[config.mk]
export PLATFORM = sky130hd
export DESIGN_NAME = small_language_lexer_unit_flat
export DESIGN_NICKNAME = d
export VERILOG_FILES = /design/src/slu_pkg.sv /design/src/slu_if.sv /design/src/slu_core.sv /design/src/slu_queue.sv /design/src/small_language_lexer_unit.sv /design/src/flat_wrapper.sv
export SDC_FILE = /design/constraint.sdc
export NUM_CORES = 2
export LEC_CHECK = 0
export BUFFER_PORTS_ARGS = -buffer_cell sky130_fd_sc_hd__buf_2
export CAP_MARGIN = 10
export CORE_UTILIZATION = 45
export DETAILED_ROUTE_END_ITERATION = 8
export GPL_TIMING_DRIVEN = 0
export PLACE_DENSITY = 0.61
export SLEW_MARGIN = 20
export SYNTH_ARGS = -nofsm -noshare
export SYNTH_HDL_FRONTEND = slang
export SYNTH_SLANG_ARGS = --single-unit
[constraint.sdc]
create_clock -name clk -period 15.1 [get_ports clk]
set_clock_uncertainty 0.1 [all_clocks]
set_input_delay 3.02 -clock clk [delete_from_list [all_inputs] [get_ports clk]]
set_output_delay 3.02 -clock clk [all_outputs]
set_load 0.05 [all_outputs]
[src/slu_pkg.sv]
// Shared types, character codes and classification helpers for the lexer.
package slu_pkg;

  // Character codes recognized by the scanner
  localparam logic [20:0] CH_TAB    = 21'h00009;
  localparam logic [20:0] CH_LF     = 21'h0000A;
  localparam logic [20:0] CH_CR     = 21'h0000D;
  localparam logic [20:0] CH_SPACE  = 21'h00020;
  localparam logic [20:0] CH_STAR   = 21'h0002A;
  localparam logic [20:0] CH_SLASH  = 21'h0002F;
  localparam logic [20:0] CH_DIG_LO = 21'h00030;
  localparam logic [20:0] CH_DIG_HI = 21'h00039;
  localparam logic [20:0] CH_EQ     = 21'h0003D;
  localparam logic [20:0] CH_UP_LO  = 21'h00041;
  localparam logic [20:0] CH_UP_HI  = 21'h0005A;
  localparam logic [20:0] CH_UNDER  = 21'h0005F;
  localparam logic [20:0] CH_LOW_LO = 21'h00061;
  localparam logic [20:0] CH_LOW_HI = 21'h0007A;

  localparam int QUEUE_DEPTH = 4;

  typedef enum logic [2:0] {
    MODE_IDLE  = 3'd0,
    MODE_EQ    = 3'd1,
    MODE_SLASH = 3'd2,
    MODE_IDENT = 3'd3,
    MODE_LINEC = 3'd4,
    MODE_BLOCK = 3'd5,
    MODE_STAR  = 3'd6,
    MODE_HALT  = 3'd7
  } scan_mode_t;

  typedef enum logic [2:0] {
    KIND_ASSIGN = 3'd0,
    KIND_EQUAL  = 3'd1,
    KIND_IDENT  = 3'd2,
    KIND_EOF    = 3'd3,
    KIND_ERROR  = 3'd4
  } token_kind_t;

  typedef struct packed {
    token_kind_t  token_kind;
    logic [23:0]  start_line;
    logic [15:0]  start_column;
    logic [31:0]  start_offset;
    logic [15:0]  token_length;
    logic         last_of_run;
  } result_t;

  // Results of one request, pushed to the output queue together
  typedef struct packed {
    logic [1:0] count;
    result_t    first;
    result_t    second;
  } result_pair_t;

  function automatic logic is_space(logic [20:0] c);
    return (c == CH_SPACE) || (c == CH_TAB) || (c == CH_LF) || (c == CH_CR);
  endfunction

  function automatic logic is_start(logic [20:0] c);
    return (c inside {[CH_LOW_LO:CH_LOW_HI], [CH_UP_LO:CH_UP_HI]}) || (c == CH_UNDER);
  endfunction

  function automatic logic is_cont(logic [20:0] c);
    return is_start(c) || (c inside {[CH_DIG_LO:CH_DIG_HI]});
  endfunction

endpackage

[src/slu_if.sv]
// Valid/ready channel interfaces for code points in and tokens out.
interface slu_char_if;
  logic        valid;
  logic        ready;
  logic [20:0] char_code;
  logic        end_of_input;

  modport source (output valid, char_code, end_of_input, input ready);
  modport sink   (input valid, char_code, end_of_input, output ready);
endinterface

interface slu_token_if;
  logic        valid;
  logic        ready;
  logic [2:0]  token_kind;
  logic [23:0] start_line;
  logic [15:0] start_column;
  logic [31:0] start_offset;
  logic [15:0] token_length;
  logic        last_of_run;

  modport source (output valid, token_kind, start_line, start_column, start_offset,
                  token_length, last_of_run, input ready);
  modport sink   (input valid, token_kind, start_line, start_column, start_offset,
                  token_length, last_of_run, output ready);
endinterface

[src/slu_core.sv]
// Scan state, position counters and per-request token decision.
module slu_core import slu_pkg::*; #(
  parameter int LINE_BITS   = 24,
  parameter int COLUMN_BITS = 16
) (
  input  logic         clk,
  input  logic         rst,
  input  logic         accept,
  input  logic [20:0]  char_code,
  input  logic         end_of_input,
  output result_pair_t pair
);

  typedef struct packed {
    logic [LINE_BITS-1:0]   ln;
    logic [COLUMN_BITS-1:0] co;
    logic [31:0]            of;
  } pos_t;

  localparam pos_t POS_RESET = '{ln: LINE_BITS'(1), co: COLUMN_BITS'(1), of: 32'd0};

  scan_mode_t  mode, mode_next;
  pos_t        pos, pos_next;
  pos_t        tok_pos, tok_pos_next;
  logic [15:0] tok_len, tok_len_next;

  result_t     res [2];
  logic [1:0]  cnt;
  logic        do_start;
  logic        eof;

  // Saturating position advance over one code point
  function automatic pos_t advance(pos_t p, logic [20:0] c);
    pos_t q;
    q = p;
    if (q.of != '1) q.of = q.of + 32'd1;
    if (c == CH_LF) begin
      if (q.ln != '1) q.ln = q.ln + LINE_BITS'(1);
      q.co = COLUMN_BITS'(1);
    end else if (q.co != '1) begin
      q.co = q.co + COLUMN_BITS'(1);
    end
    return q;
  endfunction

  function automatic result_t make_result(token_kind_t k, pos_t p, logic [15:0] len);
    result_t r;
    r.token_kind   = k;
    r.start_line   = 24'(p.ln);
    r.start_column = 16'(p.co);
    r.start_offset = p.of;
    r.token_length = len;
    r.last_of_run  = 1'b0;
    return r;
  endfunction

  // Next state and results for the request at the port
  always_comb begin
    mode_next    = mode;
    pos_next     = pos;
    tok_pos_next = tok_pos;
    tok_len_next = tok_len;
    res[0]       = make_result(KIND_EOF, pos, 16'd0);
    res[1]       = make_result(KIND_EOF, pos, 16'd0);
    cnt          = 2'd0;
    do_start     = 1'b0;
    eof          = 1'b1;

    if (end_of_input) begin
      case (mode)
        MODE_EQ: begin
          res[cnt[0]] = make_result(KIND_ASSIGN, tok_pos, tok_len);
          cnt = cnt + 2'd1;
        end
        MODE_IDENT: begin
          res[cnt[0]] = make_result(KIND_IDENT, tok_pos, tok_len);
          cnt = cnt + 2'd1;
        end
        MODE_SLASH: begin
          res[cnt[0]] = make_result(KIND_ERROR, pos, 16'd0);
          cnt = cnt + 2'd1;
          eof = 1'b0;
        end
        MODE_HALT: eof = 1'b0;
        default: ;
      endcase
      if (eof) begin
        res[cnt[0]] = make_result(KIND_EOF, pos, 16'd0);
        cnt = cnt + 2'd1;
      end
      mode_next    = MODE_IDLE;
      pos_next     = POS_RESET;
      tok_pos_next = POS_RESET;
      tok_len_next = 16'd0;
    end else begin
      case (mode)
        MODE_IDLE: do_start = 1'b1;
        MODE_EQ: begin
          if (char_code == CH_EQ) begin
            pos_next     = advance(pos_next, char_code);
            tok_len_next = 16'd2;
            res[cnt[0]]  = make_result(KIND_EQUAL, tok_pos, 16'd2);
            cnt          = cnt + 2'd1;
            mode_next    = MODE_IDLE;
          end else begin
            res[cnt[0]] = make_result(KIND_ASSIGN, tok_pos, tok_len);
            cnt         = cnt + 2'd1;
            do_start    = 1'b1;
          end
        end
        MODE_SLASH: begin
          if (char_code == CH_SLASH) begin
            pos_next  = advance(pos_next, char_code);
            mode_next = MODE_LINEC;
          end else if (char_code == CH_STAR) begin
            pos_next  = advance(pos_next, char_code);
            mode_next = MODE_BLOCK;
          end else begin
            res[cnt[0]] = make_result(KIND_ERROR, pos, 16'd0);
            cnt         = cnt + 2'd1;
            mode_next   = MODE_HALT;
          end
        end
        MODE_IDENT: begin
          if (is_cont(char_code)) begin
            pos_next = advance(pos_next, char_code);
            if (tok_len != 16'hFFFF) tok_len_next = tok_len + 16'd1;
          end else begin
            res[cnt[0]] = make_result(KIND_IDENT, tok_pos, tok_len);
            cnt         = cnt + 2'd1;
            do_start    = 1'b1;
          end
        end
        MODE_LINEC: begin
          pos_next = advance(pos_next, char_code);
          if (char_code == CH_LF) mode_next = MODE_IDLE;
        end
        MODE_BLOCK: begin
          pos_next = advance(pos_next, char_code);
          if (char_code == CH_STAR) mode_next = MODE_STAR;
        end
        MODE_STAR: begin
          pos_next = advance(pos_next, char_code);
          if (char_code == CH_SLASH) mode_next = MODE_IDLE;
          else if (char_code != CH_STAR) mode_next = MODE_BLOCK;
        end
        default: ;
      endcase

      // Start a new token from the idle state, or after a token that this code point ends
      if (do_start) begin
        tok_pos_next = pos_next;
        tok_len_next = 16'd1;
        pos_next     = advance(pos_next, char_code);
        if (char_code == CH_EQ) mode_next = MODE_EQ;
        else if (is_space(char_code)) mode_next = MODE_IDLE;
        else if (char_code == CH_SLASH) mode_next = MODE_SLASH;
        else if (is_start(char_code)) mode_next = MODE_IDENT;
        else begin
          res[cnt[0]] = make_result(KIND_ERROR, pos_next, 16'd0);
          cnt         = cnt + 2'd1;
          mode_next   = MODE_HALT;
        end
      end
    end

    // Mark the final result of this request
    if (cnt == 2'd1) res[0].last_of_run = 1'b1;
    if (cnt == 2'd2) res[1].last_of_run = 1'b1;
  end

  assign pair.count  = accept ? cnt : 2'd0;
  assign pair.first  = res[0];
  assign pair.second = res[1];

  // State registers
  always_ff @(posedge clk) begin
    if (rst) begin
      mode    <= MODE_IDLE;
      pos     <= POS_RESET;
      tok_pos <= POS_RESET;
      tok_len <= 16'd0;
    end else if (accept) begin
      mode    <= mode_next;
      pos     <= pos_next;
      tok_pos <= tok_pos_next;
      tok_len <= tok_len_next;
    end
  end

  // After end of input everything restarts
  a_eof_restart: assert property (@(posedge clk) disable iff (rst)
    accept && end_of_input |=> mode == MODE_IDLE && pos == POS_RESET)
    else $error("state not restarted after end of input");

  // Halted scanner stays silent until end of input
  a_halt_silent: assert property (@(posedge clk) disable iff (rst)
    mode == MODE_HALT && !end_of_input |-> cnt == 2'd0)
    else $error("result produced while halted");

endmodule

[src/slu_queue.sv]
// Four-entry result queue that takes up to two results per cycle.
module slu_queue import slu_pkg::*; (
  input  logic         clk,
  input  logic         rst,
  input  result_pair_t push,
  output logic         room,
  slu_token_if.source  tokens
);

  localparam int PTR_BITS = $clog2(QUEUE_DEPTH);

  result_t              entries [QUEUE_DEPTH];
  logic [PTR_BITS-1:0]  wr_ptr;
  logic [PTR_BITS-1:0]  rd_ptr;
  logic [PTR_BITS:0]    count;
  logic                 pop;
  result_t              head;

  assign pop  = tokens.valid && tokens.ready;
  assign room = count <= (PTR_BITS + 1)'(QUEUE_DEPTH - 2);
  assign head = entries[rd_ptr];

  // Result storage
  always_ff @(posedge clk) begin
    if (push.count != 2'd0) entries[wr_ptr] <= push.first;
    if (push.count == 2'd2) entries[wr_ptr + PTR_BITS'(1)] <= push.second;
  end

  // Pointers and fill level
  always_ff @(posedge clk) begin
    if (rst) begin
      wr_ptr <= '0;
      rd_ptr <= '0;
      count  <= '0;
    end else begin
      wr_ptr <= wr_ptr + PTR_BITS'(push.count);
      rd_ptr <= rd_ptr + PTR_BITS'(pop);
      count  <= count + (PTR_BITS + 1)'(push.count) - (PTR_BITS + 1)'(pop);
    end
  end

  assign tokens.valid        = count != '0;
  assign tokens.token_kind   = head.token_kind;
  assign tokens.start_line   = head.start_line;
  assign tokens.start_column = head.start_column;
  assign tokens.start_offset = head.start_offset;
  assign tokens.token_length = head.token_length;
  assign tokens.last_of_run  = head.last_of_run;

  // A push never lands on a queue without room for a pair
  a_no_overflow: assert property (@(posedge clk) disable iff (rst)
    push.count != 2'd0 |-> count <= (PTR_BITS + 1)'(QUEUE_DEPTH - 2))
    else $error("result queue overflow");

  // Fill level tracks pushes and pops
  a_count_track: assert property (@(posedge clk) disable iff (rst)
    push.count == 2'd0 && !pop |=> $stable(count))
    else $error("queue level changed without traffic");

endmodule

[src/small_language_lexer_unit.sv]
// Top level of the streaming lexer: scan core plus result queue.
// A token is written into the result queue when the code point that ends it is accepted.
// Throughput: one code point per cycle; a request may yield two tokens, which
// leave one per cycle through the four-entry result queue, and input stalls
// while that queue holds more than two results.
// Reset (rst, synchronous): scan mode idle, line/column 1, offset 0, queue empty.
module small_language_lexer_unit import slu_pkg::*; #(
  parameter int LINE_BITS   = 24,
  parameter int COLUMN_BITS = 16
) (
  input  logic        clk,
  input  logic        rst,
  slu_char_if.sink    chars,
  slu_token_if.source tokens
);

  logic         room;
  logic         accept;
  result_pair_t pair;

  assign chars.ready = room;
  assign accept      = chars.valid && room;

  slu_core #(
    .LINE_BITS   (LINE_BITS),
    .COLUMN_BITS (COLUMN_BITS)
  ) u_core (
    .clk          (clk),
    .rst          (rst),
    .accept       (accept),
    .char_code    (chars.char_code),
    .end_of_input (chars.end_of_input),
    .pair         (pair)
  );

  slu_queue u_queue (
    .clk    (clk),
    .rst    (rst),
    .push   (pair),
    .room   (room),
    .tokens (tokens)
  );

endmodule

[src/flat_wrapper.sv]
// flat-port wrapper written by rule: the top's interface ports become plain ports
module small_language_lexer_unit_flat import slu_pkg::*;
#(
  parameter int LINE_BITS   = 24,
  parameter int COLUMN_BITS = 16
)
  (clk, rst, chars_valid, chars_char_code, chars_end_of_input, chars_ready, tokens_valid, tokens_token_kind, tokens_start_line, tokens_start_column, tokens_start_offset, tokens_token_length, tokens_last_of_run, tokens_ready);
  slu_char_if chars_i ();
  slu_token_if tokens_i ();
  input  logic clk;
  input  logic rst;
  input wire logic [$bits(chars_i.valid)-1:0] chars_valid;
  input wire logic [$bits(chars_i.char_code)-1:0] chars_char_code;
  input wire logic [$bits(chars_i.end_of_input)-1:0] chars_end_of_input;
  output wire logic [$bits(chars_i.ready)-1:0] chars_ready;
  output wire logic [$bits(tokens_i.valid)-1:0] tokens_valid;
  output wire logic [$bits(tokens_i.token_kind)-1:0] tokens_token_kind;
  output wire logic [$bits(tokens_i.start_line)-1:0] tokens_start_line;
  output wire logic [$bits(tokens_i.start_column)-1:0] tokens_start_column;
  output wire logic [$bits(tokens_i.start_offset)-1:0] tokens_start_offset;
  output wire logic [$bits(tokens_i.token_length)-1:0] tokens_token_length;
  output wire logic [$bits(tokens_i.last_of_run)-1:0] tokens_last_of_run;
  input wire logic [$bits(tokens_i.ready)-1:0] tokens_ready;
  assign chars_i.valid = chars_valid;
  assign chars_i.char_code = chars_char_code;
  assign chars_i.end_of_input = chars_end_of_input;
  assign chars_ready = chars_i.ready;
  assign tokens_valid = tokens_i.valid;
  assign tokens_token_kind = tokens_i.token_kind;
  assign tokens_start_line = tokens_i.start_line;
  assign tokens_start_column = tokens_i.start_column;
  assign tokens_start_offset = tokens_i.start_offset;
  assign tokens_token_length = tokens_i.token_length;
  assign tokens_last_of_run = tokens_i.last_of_run;
  assign tokens_i.ready = tokens_ready;
  small_language_lexer_unit #(.LINE_BITS(LINE_BITS), .COLUMN_BITS(COLUMN_BITS)) u_core (.clk(clk), .rst(rst), .chars(chars_i), .tokens(tokens_i));
endmodule
## Word level (Yosys, flattened, before mapping)

Memory sizes are Yosys's and may differ from the RTL's. A register that Yosys moved wholly into a read port is not among the register bits.
Cells that the tools add are included.

- Bits of input ports: 26
- Output and inout port bits: 94
- Logic and storage cells: 191
- Memories: 1
- Register bits after elaboration: 170
- Memory bits (writable): 368

- Equal/unequal tests: 32
- Bitwise gates (word level): 2
- Reductions and logical operators: 25
- Magnitude comparators: 11
- $add $sub $neg: 14
- Mux-type cells: 95

Memories:

| memory | words | bits a word | read ports | clocked after memory_dff | wr ports | RTL line | source |
|---|---|---|---|---|---|---|---|
| u_core.u_queue.entries | 4 | 92 | 1 | 1 | 2 | slu_queue.sv:12 | `result_t entries [QUEUE_DEPTH];` |

Operators with widths:

| operator | count |
|---|---|
| $mux 184 | 7 |
| $mux 72 | 9 |
| $mux 92 | 6 |
| $pmux 92 s3 | 2 |
| $bwmux 184 | 2 |
| $pmux 72 s4 | 1 |
| $demux 92 s1 | 2 |
| $mux 90 | 2 |
| $mux 16 | 11 |
| $mux 24 | 6 |
| $mux 32 | 4 |
| $eq 21x6->1 const B | 4 |
| $add 32x1->32 const B | 2 |
| $ne 32x32->1 const B | 2 |
| $eq 21x4->1 const B | 3 |
| $add 16x1->16 const B | 3 |
| $add 24x1->24 const B | 2 |
| $ne 16x16->1 const B | 3 |
| $ne 24x24->1 const B | 2 |
| $ge 21x7->1 const B | 2 |
| $le 21x7->1 const B | 2 |
| $mux 3 | 11 |
| $pmux 16 s2 | 1 |
| $mux 2 | 13 |
| 35 further kinds | 77 |

## Logic depth before layout (Yosys ltp)

- Word-level depth: 21
- Depth in mapped cells: 22
- Depth with buffers taken out: 20

## By module

From an unflattened synthesis, not the netlist that was laid out.

- Cell total of the unflattened synthesis: 3004
- Area total of the unflattened synthesis: 32896.6 sq um

Modules (own cells, without submodules):

| module | sequential area each (sq um) | area an instance (sq um) | cells an instance | times used |
|---|---|---|---|---|
| slu_queue | 11190.7 | 18581.6 | 935 | 1 |
| slu_core | 3263.1 | 14308.7 | 2068 | 1 |
| small_language_lexer_unit | 0.0 | 6.3 | 1 | 1 |

## Worst setup path after synthesis

No wires, ideal clock.

- Kind: input -> register
- Start point: in chars_char_code[9]
- End point: mem u_core.u_queue.entries[0][0] in the netlist's numbering (enable)
- Buffers on the path: 0
- Data required time: 14.321 ns
- Data arrival time: 12.267 ns
- Stages: 13
- Slack: 2.054 ns
- Setup time: 0.679 ns
- Cell sequence: nor3_1 -> nand4_4 -> a311oi_2 -> and2_1 -> nor2_1 -> o21ai_1 -> clkinv_1 -> ha_1 -> o2111a_1 -> a311oi_1 -> nor2_1 -> a21oi_1 -> o31ai_1

RTL lines:

| item | RTL line | source |
|---|---|---|
| start: declaration | flat_wrapper.sv:13 | `input wire logic [$bits(chars_i.char_code)-1:0] chars_char_code;` |
| end: declaration | slu_queue.sv:12 |  |

==> run summary <==
Pint = 0.003284 W
Crit path required time = 15.39 ns
Post-synth EDFFs = 368
die area = 71,520 µm²
Reg-to-Reg End = u_core.u_queue.entries[2][20]
Placeable Area = 69,190 µm²
chip height = 267.4 µm
Place WS = 4.974 ns
#FFs+latches synth = 538
hold depth = 2
Post-synth ARST share = 0%
# clock sinks = 538
relative slew slack = 16.07%
row cnt = 96
clock network power share = 26.7%
syn_nets = 3,234
Max-cap violations = 0
clock slew at the register clock pins of the worst setup and hold paths = 0.06 ns
worst r2r src = u_core.u_core.pos[0]
post-cts resize count = 0
Vias per Instance = 6.767
initial core utilization = 45.82%
Seq pwr share = 33.3%
Crit Path Class = in -> reg
most common cell after layout, fill and taps aside = edfxtp_1
CTS Buffer Depth = 3
Syn Area/Cell = 9.926 µm²
final setup violating endpoints = 0
I/O Buffers = 115
Main synth FF type = edfxtp_1
CTS tree = yes
status = complete, no violations
WHS Endpoint = u_core.u_core.tok_pos[63]
sw power = 0.002358 W
Hold Crit Start = u_core.u_core.tok_pos[63]
most frequent cells in the layout = edfxtp_1, nor2_1, nand2_1
fmax = 101.6 MHz
worst setup path startpoint = chars_char_code[9]
Routed Antenna Nets = 0
largest net degree at the start of global routing = 19
synth-to-layout area growth = 13.62%
Tcrit/Tclk final = 65.18%
initial antenna violation count = 6
# fillers = 6,313
wire per inst = 33.00 µm
flop2flop setup slack = 7.95 ns
overall power = 0.005642 W
Layout Cell Area excl Fill = 36,020 µm²
global-route wire length before repair = 204.2 mm
post-CTS setup buffer count = 0
Slew Limit Fails = 0
vias in the first global route = 27,790
CTS H-tree lvls = 2
Post-Route WL = 145.2 mm
mapped cell area = 31,700 µm²
hold_buf cts = 0
Layout Nets = 3,456
Worst VDD drop = 148.1 µV
gpl congestion = 1.003
Reg2Reg Depth = 17
Yosys cell types = 111
drt drc = 0
CP endpoint kind = flop
num ports = 120
initial DRC count = 4,767
Syn Inst Count = 3,194
total track usage = 40.22%
final hold violation count = 0
Pwr per Cell Area = 156.6 nW/µm²
Min Clock Period, post-route = 9.842 ns
TritonRoute pass-1 iters = 6
gr ovfl total = 0
layout cells sized above 1 = 15.00%
crit-path max FO = 12
root buffer cell = clkbuf_16
worst slew pin tran = 1.259 ns
yosys warns = 0
logic gate share of total power = 40.0%
placed cell areas = 34,040 µm²
Worst setup SP type = input port
switching share of total power = 41.80%
Worst Setup Slack, final = 5.258 ns
Pleak = 12.65 nW
register area share after synthesis = 45.59%
post-DP HPWL = 109.7 mm
Worst EP arrival = 10.13 ns
Hold Path Class = reg -> reg
Num CTS Buffers = 60
total number of vias = 29,770
Die X = 267.4 µm
clk_lat worst skew = 0.68 ns
RSZ-0062 raised after global routing = false
[cells by family (layout without fill, tap and decap cells)]
kind of cell | Yosys count | count (layout) | share of synthesized area (%)
AO/OA/AOI/OAI | 787 | 787 | 16.42
multiplexers | 271 | 271 | 12.37
flip-flops | 538 | 538 | 45.59
adder cells (fa/ha/maj) | 14 | 14 | 0.5762
other | 0 | 1 | 0
XOR/XNOR | 120 | 120 | 3.315
AND/OR/NAND/NOR | 1162 | 1162 | 17.86
buffers and inverters | 302 | 575 | 3.868
[sequential cells by signal, summed over array words and instances, names as in the netlist]
register / count
u_core.u_queue.entries: 368
u_core.u_core.pos: 72
u_core.u_queue.rd_ptr: 2
u_core.u_core.mode: 3
u_core.u_queue.count: 3
u_core.u_core.tok_len: 16
u_core.u_queue.wr_ptr: 2
u_core.u_core.tok_pos: 72
[cell type report]
class,count,area [µm²],share of cell area (%)
diodes,1,2.502,0.006947
plain buffers,263,1104,3.064
clock buffers,85,1657,4.599
clock inverters,28,320.3,0.8892
inverters,39,146.4,0.4064
multi-input cells,2354,16090,44.68
flip-flops and latches,538,14450,40.13
well taps,931,1165,3.234
repair buffers,160,1080,2.998
[worst max-delay path, cell delays in order]
cell and delay, ns:
buf_2 0.09, nor3_1 0.36, nand4_4 0.19, a311oi_2 0.49, and2_1 0.32, nor2_1 0.18
o21ai_1 0.64, clkinv_1 0.74, ha_1 0.54, o2111a_1 0.20, a311oi_2 0.05, buf_4 0.26
and3_1 0.21, nand3_1 0.27, clkbuf_1 0.79, clkbuf_1 0.79, o31ai_4 0.30, buf_8 0.25
buf_6 0.17, buf_6 0.18
[how the worst max path moves through the flow]
stage / slack (ns) / end / cells after the start
floorplan: 2.05 / u_core.u_queue.entries[0][0] / 13
global placement: -6.08 / u_core.u_queue.entries[3][81] / 13
detailed placement: 4.97 / u_core.u_queue.entries[0][81] / 19
CTS: 5.64 / u_core.u_queue.entries[0][79] / 19
global route: 5.30 / u_core.u_queue.entries[0][79] / 20
finish: 5.26 / u_core.u_queue.entries[0][79] / 20
[per-layer routing]
metal / vias up / routed length [µm] / global-route usage (%)
met5: - / 41 / 0
met4: 6 / 6832 / 16.83
met3: 365 / 16990 / 9.746
met2: 2040 / 60760 / 58.56
met1: 14850 / 60550 / 56.88
li1: 12510 / - / -
[cells in the mapped netlist, drive strengths merged (12+ instances only)]
master	n	area share, %
nand4	48	1.0
and4	18	0.51
a211oi	16	0.39
and2	28	0.55
xor2	34	0.94
nand2	338	4.0
clkbuf	183	2.2
a31oi	32	0.63
buf	80	1.2
o22a	26	0.72
o21ai	190	3.0
mux4	92	6.5
ha	13	0.51
or2	17	0.34
a21oi	194	3.1
a22o	19	0.52
inv	38	0.45
nand2b	15	0.30
mux2i	135	4.3
nand3	77	1.3
o221ai	15	0.47
edfxtp	368	35
nand3b	17	0.40
a22oi	80	1.9
mux2	44	1.6
nor3	72	1.2
nor2	356	4.2
a221oi	14	0.41
o211ai	12	0.33
or4	12	0.30
o22ai	48	0.95
or3	25	0.51
xnor2	86	2.4
o31ai	28	0.78
nor4	36	0.90
and3	59	1.2
nor2b	14	0.28
dfxtp	170	11
[power by group through the flow]
| stage | clock network, W | logic, W | registers, W |
|---|---|---|---|
| after floorplan | 0 | 0.00143 | 0.00193 |
| after global placement | 0 | 0.00213 | 0.00197 |
| after detailed placement | 0 | 0.00220 | 0.00191 |
| after CTS | 0.00151 | 0.00221 | 0.00188 |
| after global routing | 0.00156 | 0.00232 | 0.00189 |
| final | 0.00151 | 0.00226 | 0.00188 |
[metrics by stage]
step           utilization (%)  setup TNS (ns)  cells  hold slack (ns)
6_report                 52.07               0   4399           0.3977
5_1_grt                  52.06               0   4398           0.4252
4_1_cts                  52.05               0   4398           0.3963
3_5_place_dp             49.19               0   4285           0.3811
3_3_place_gp             48.34        -2045.73   4240           0.3681
2_1_floorplan                -               0   3194           0.3458
Power figures use the tool's default switching activity.
